===== config.mk =====
export PLATFORM = sky130hd
export DESIGN_NAME = ppa_ctrl
export DESIGN_NICKNAME = d
export VERILOG_FILES = /design/src/hdl/ppa_pkg.sv /design/src/hdl/ppa_ctrl.sv
export SDC_FILE = /design/constraint.sdc
export NUM_CORES = 1
export LEC_CHECK = 0
export ABC_CLOCK_PERIOD_IN_PS = 1350
export BUFFER_PORTS_ARGS = -buffer_cell sky130_fd_sc_hd__buf_2
export CAP_MARGIN = 20
export CORE_AREA = 2 2 39 41
export DETAILED_ROUTE_END_ITERATION = 6
export DIE_AREA = 0 0 41 43
export PLACE_DENSITY = 0.5
export SETUP_SLACK_MARGIN = 0.4
export SLEW_MARGIN = 20
export SYNTH_ARGS = -nofsm -noshare
export SYNTH_HDL_FRONTEND = slang
export SYNTH_SLANG_ARGS = --single-unit

===== constraint.sdc =====
create_clock -name i_clk -period 1.35 [get_ports i_clk]
set_clock_uncertainty 0.1 [all_clocks]
set_input_delay 0.2025 -clock i_clk [delete_from_list [all_inputs] [get_ports i_clk]]
set_output_delay 0.2025 -clock i_clk [all_outputs]
set_load 0.005 [all_outputs]

===== src/hdl/ppa_pkg.sv =====
// Package for the per-CPU page allocator.
// Holds parameter defaults, register indexes, status codes, controller states
// and the command and status bundles between the controller and the datapath.
package ppa_pkg;

    localparam int CPUS_DEF      = 8;
    localparam int NUM_PAGES_DEF = 32768;
    localparam int BATCH_DEF     = 64;
    localparam int PAGE_SIZE_DEF = 4096;

    localparam logic [31:0] RST_REGION_START = 32'h8000_0000;
    localparam logic [31:0] RST_REGION_STOP  = 32'h8800_0000;

    localparam logic CFG_REGION_START = 1'b0;
    localparam logic CFG_REGION_STOP  = 1'b1;

    localparam logic CMD_FREE  = 1'b0;
    localparam logic CMD_ALLOC = 1'b1;

    typedef enum logic [1:0] {
        ST_OK  = 2'd0,
        ST_BAD = 2'd1,
        ST_OOM = 2'd2
    } t_status;

    typedef enum logic [2:0] {
        S_IDLE,
        S_FREE,
        S_ALLOC,
        S_POP,
        S_SCAN,
        S_WALK
    } t_state;

    typedef struct packed {
        logic load_in;
        logic rd_en;
        logic rd_from_data;
        logic sel_scan;
        logic start_walk;
        logic walk_step;
        logic scan_inc;
        logic free_commit;
        logic pop_commit;
        logic steal_commit;
        logic oom_commit;
    } t_cmd;

    typedef struct packed {
        logic req_nonempty;
        logic scan_hit;
        logic scan_last;
        logic walk_more;
        logic out_free;
    } t_stat;

endpackage


===== src/hdl/ppa_ctrl.sv =====
// Controller state machine of the per-CPU page allocator.
// Depends on ppa_pkg for the state type and the command and status bundles.
module ppa_ctrl (
    input  logic           i_clk,
    input  logic           i_rst_n,
    input  logic           i_in_valid,
    input  logic           i_cmd,
    output logic           o_in_stall,
    output ppa_pkg::t_cmd  o_cmd,
    input  ppa_pkg::t_stat i_stat
);
    import ppa_pkg::*;

    t_state r_state;
    t_state n_state;

    always_ff @(posedge i_clk) begin
        if (!i_rst_n) begin
            r_state <= S_IDLE;
        end else begin
            r_state <= n_state;
        end
    end

    always_comb begin
        n_state    = r_state;
        o_cmd      = '0;
        o_in_stall = 1'b1;
        case (r_state)
            S_IDLE: begin
                o_in_stall = 1'b0;
                if (i_in_valid) begin
                    o_cmd.load_in = 1'b1;
                    n_state = (i_cmd == CMD_ALLOC) ? S_ALLOC : S_FREE;
                end
            end
            S_FREE: begin
                if (i_stat.out_free) begin
                    o_cmd.free_commit = 1'b1;
                    n_state = S_IDLE;
                end
            end
            S_ALLOC: begin
                if (i_stat.req_nonempty) begin
                    o_cmd.rd_en      = 1'b1;
                    o_cmd.start_walk = 1'b1;
                    n_state = S_POP;
                end else begin
                    n_state = S_SCAN;
                end
            end
            S_POP: begin
                if (i_stat.out_free) begin
                    o_cmd.pop_commit = 1'b1;
                    n_state = S_IDLE;
                end
            end
            S_SCAN: begin
                o_cmd.sel_scan = 1'b1;
                if (i_stat.scan_hit) begin
                    o_cmd.rd_en      = 1'b1;
                    o_cmd.start_walk = 1'b1;
                    n_state = S_WALK;
                end else if (i_stat.scan_last) begin
                    if (i_stat.out_free) begin
                        o_cmd.oom_commit = 1'b1;
                        n_state = S_IDLE;
                    end
                end else begin
                    o_cmd.scan_inc = 1'b1;
                end
            end
            S_WALK: begin
                o_cmd.sel_scan = 1'b1;
                if (i_stat.walk_more) begin
                    o_cmd.rd_en        = 1'b1;
                    o_cmd.rd_from_data = 1'b1;
                    o_cmd.walk_step    = 1'b1;
                end else if (i_stat.out_free) begin
                    o_cmd.steal_commit = 1'b1;
                    n_state = S_IDLE;
                end
            end
            default: begin
                n_state = S_IDLE;
            end
        endcase
    end

    a_accept_dispatch: assert property (@(posedge i_clk) disable iff (!i_rst_n)
        (i_in_valid && !o_in_stall) |=>
            (r_state == S_FREE && !$past(i_cmd)) || (r_state == S_ALLOC && $past(i_cmd)))
        else $error("accepted beat did not dispatch by command");

    a_hit_walks: assert property (@(posedge i_clk) disable iff (!i_rst_n)
        (r_state == S_SCAN && i_stat.scan_hit) |=> r_state == S_WALK)
        else $error("scan hit did not start a walk");

    a_walk_ends: assert property (@(posedge i_clk) disable iff (!i_rst_n)
        (r_state == S_WALK && !i_stat.walk_more && i_stat.out_free) |=> r_state == S_IDLE)
        else $error("finished walk did not return to idle");

endmodule


; ---- Yosys cells after proc, flatten, opt, wreduce, memory -nomap -nowiden
; Index checks and enable logic that the tools add are counted.
[totals]
register_bits = 3
latchBits = 0
ramBits = 0
romBits = 0
wordCells = 44
mem_count = 0
[op_classes]
add_sub_neg = 0
n_mul = 0
div = 0
n_lt_le_gt_ge = 0
n_eq_ne = 8
shift = 0
n_mux = 31
bitwise = 0
reduce_logical = 4
[ops]
columns = op, count
row1 = $mux W1, 20
row2 = $mux W3, 6
row3 = $pmux W3 S5, 1
row4 = $eq A3 B2 Y1 const B, 2
row5 = $eq A3 B3 Y1 const B, 2
row6 = $mux W2, 2
row7 = $ne A2 B2 Y1 const B, 2
row8 = $reduce_or A2 Y1, 2
row9 = $eq A3 B1 Y1 const B, 1
row10 = $logic_not A3 Y1, 1
row11 = $ne A3 B3 Y1 const B, 1
row12 = $pmux W1 S3, 1
row13 = $reduce_and A3 Y1, 1
row14 = $pmux W1 S2, 1

; ---- Logic depth before layout (Yosys ltp)
[logic_depth]
ltp_word = 4
ltp_mapped = 5
ltp_nobuf = 4

; ---- Worst setup path before layout
; OpenSTA, ideal clock, no wires.
[synth_path]
path_kind = reg-to-output
startpoint = register r_state[0]
endpoint = output port o_cmd[10] (netlist bit)
arrival_ns = 1.126
required_ns = 1.048
slack_ns = -0.078
stages_incl_launch_ff = 4
path_cell_list = dfxtp_1 clkbuf_1 or3_2 nor2_1
[synth_lines]
columns = element, line
row1 = from (decl), ppa_ctrl.sv:14  ; t_state r_state;
row2 = from (signal assigned), ppa_ctrl.sv:21  ; r_state <= n_state;
row3 = to (decl), ppa_ctrl.sv:9  ; output ppa_pkg::t_cmd o_cmd,

==> metrics.md <==
| Metric | Value |
|---|---|
| Initial drt markers | 1 |
| P&R area growth vs syn | 97.3% |
| Async S/R FF share, synth | 0% |
| Regs by FF count | r_state (3) |
| Cts hold-fix bufs | 0 |
| Top cells by area, synth | dfxtp_1 18%, nand3b_1 9.1%, nor3_1 7.6% |
| Crit Path Category | register to output port |
| Final Worst Setup Slack | -149 ps |
| CP Max Fanout | 7 |
| Number of synthesized flops with an enable pin | 0 |
| Clk slew on worst S/H paths | 40 ps |
| Design Power | around 0.00067 W |
| Post-synth top cells | 5 x nor3_1, 4 x nand2_1, 4 x nand3b_1 |
| Port buffer count | 20 |
| Synth area leader | dfxtp_1 |
| Layout cells sized above 1 | a little under 70% |
| Initial Util | a little under a quarter |
| Data arrival, critical path | 1200 ps |
| Post-DP HPWL | 769 um |
| Maxcap violations | 0 |
| P_leak | a little under 0.3 nW |
| All-Layer GR Usage | between 10 and 15% |
| Seq/Total Area, Yosys | 18.2% |
| Tightest Pin Transition | 252 ps |
| Fmax | ~670 MHz |
| Final hold vios | 0 |
| Clock Tree Root | clkbuf_4 |
| Die X | approximately 40 um |
| Total grt overflow | 0 |
| Vias per inst | roughly 4.8 |
| Clock tree from TritonCTS | built |
| P_int | roughly 0.00043 W |
| Fin cells | 93 |
| Synth Area per Inst | 7.03 um2 |
| Syn Nets | 56 |
| Yosys reg bits | 3 |
| Clk sinks | 3 |
| Post-route clock period utilization | 111% |
| Full die area | 1760 um2 |
| Overall via count from detail_route | between 400 and 500 |
| DRC errors left | 0 |
| Clock power share | about 23% |
| Maximum VDD drop | 604 uV |
| Final setup violation count | 12 |
| RSZ-0062 raised after global routing | true |
| Wire length of the first global-routing pass | about 1700 um |
| Mapped Cells | 47 |
| Final-report max-slew violation count | 0 |
| Startpoint Class | register |
| Largest net degree at the start of global routing | 11 |
| WP data required | around 1100 ps |
| Max reg flops | 3 |
| Total detailed-routing wirelength | roughly 1100 um |
| Hold WC Path Type | input port to register |
| Most used flip-flop cell after synthesis | dfxtp_1 |
| H-tree Lvls | 1 |
| Number of global-route vias before repair | around 420 |
| Placed cell areas | between 400 and 500 um2 |
| DR WL/cell | ~12 um |
| Switching share of power | between 30% and 40% |
| Final core occ | between 40% and 50% |
| Mapped Area | 330 um2 |
| Row Count | 14 |
| Antenna Nets Post-Route | 0 |
| Placed insts | between 80 and 90 |
| Post-layout min period | between 1000 and 1500 ps |
| Initial antenna violation count | 0 |
| CTS Buf Count | 3 |
| Yosys warning count | 0 |
| Status | finished with violations |
| Top-count cell post-synth | nor3_1 |
| Final net count | 87 |
| Power per standard cell area | a little over 1000 nW/um2 |
| Slew Limit Headroom | between 80 and 90% |
| Largest register by flop count | r_state |
| Worst slack, placed | -29.4 ps |
| Sequential group share of total power | 22.3% |
| Top-area cell type share of the netlist area | 18.2% |
| Core region area | ~1400 um2 |
| I/O pins | 21 |
| DIE HEIGHT | roughly 43 um |
| Number of diodes | 0 |
| Failing checks | setup timing |
| Clk buf depth | 2 |
| CP Capture Type | output port |
| Combinational group share of total power | 54.9% |
| Cell area after layout | between 600 and 700 um2 |
| Clock insertion delay at the later pin of the skew report | between 200 and 250 ps |
| Psw | ~0.00024 W |
| Drt first pass iters | 3 |
| Post-synth cell types | 26 |
| GPL Wtd Cong | between 0.7 and 0.8 |
==> final timing paths <==
check,startpoint,to,slack (ps),cells after the start
max,r_state[1],o_cmd[10],-150,4
min,i_rst_n,r_state[0],120,2
max reg2reg,r_state[1],r_state[0],-100,5
min reg2reg,r_state[1],r_state[2],530,2
==> repair_timing <==
action | 4_1_cts | 5_1_grt
buffers inserted | 3 | 0
endpoints found under the setup margin | 15 | 15
pin swaps | 5 | 3
resized for setup | 11 | 13
==> placed cells by master (no fill, tap or decap), drive strengths merged <==
cell | netlist | final
nor2b | 3 | 3
and2 | 1 | 1
nor2 | 3 | 3
o21ai | 1 | 1
nor3 | 5 | 5
nand2 | 4 | 4
inv | 3 | 3
a211oi | 1 | 1
a2bb2oi | 1 | 1
nor4 | 2 | 2
or4 | 1 | 1
nand2b | 2 | 2
and3 | 1 | 1
nand3b | 4 | 4
o2bb2ai | 1 | 1
o21a | 2 | 2
or2 | 1 | 1
dfxtp | 3 | 3
buf | 3 | 30
o32a | 1 | 1
or3 | 1 | 1
clkbuf | 1 | 4
a21oi | 2 | 2
==> power groups by stage <==
stage | sequential [W] | combinational [W] | clock, W
CTS | 0.000145 | 0.000318 | 0.000162
global placement | 0.000141 | 0.000274 | 0
finish | 0.000150 | 0.000369 | 0.000153
global route | 0.000156 | 0.000404 | 0.000177
floorplan | 0.000123 | 0.000211 | 0
detailed placement | 0.000142 | 0.000278 | 0
==> metrics by stage <==
stage | hold WS (ps) | setup TNS [ps]
5_1_grt | 105 | -1830
6_report | 119 | -979
2_1_floorplan | 220 | 0
3_5_place_dp | 352 | -32.0
4_1_cts | 110 | -1020
3_3_place_gp | 349 | -12.9
==> worst max-delay path: stages (launching register included) <==
cell and delay [ps]:
dfxtp_4 350, buf_6 120, or3_4 320, nor2_2 70, buf_2 100
==> cell type report <==
cell class | count | area, um2
timing repair buffer | 30 | 203
sequential | 3 | 71.3
tap | 16 | 20.0
inverter | 3 | 11.3
clock buffer | 4 | 26.3
multi-input combinational | 37 | 320
fill | 147 | 732
==> layer usage <==
metal	vias up	part of all wire, %	wire [um]	track usage, %
met4	0	0	0	8.00
met5	-	0	0	0
met3	0	5.8	64	3.14
li1	227	-	-	-
met1	201	42	464	16.7
met2	14	52	572	21.9
==> cells by family after synthesis <==
| kind of cell | synth area share [%] |
|---|---|
| flip-flops | 18.2 |
| AO/OA/AOI/OAI | 19.7 |
| buffers and inverters | 11.7 |
| AND/OR/NAND/NOR | 50.4 |
No activity file was read; power rests on OpenSTA's default activity.
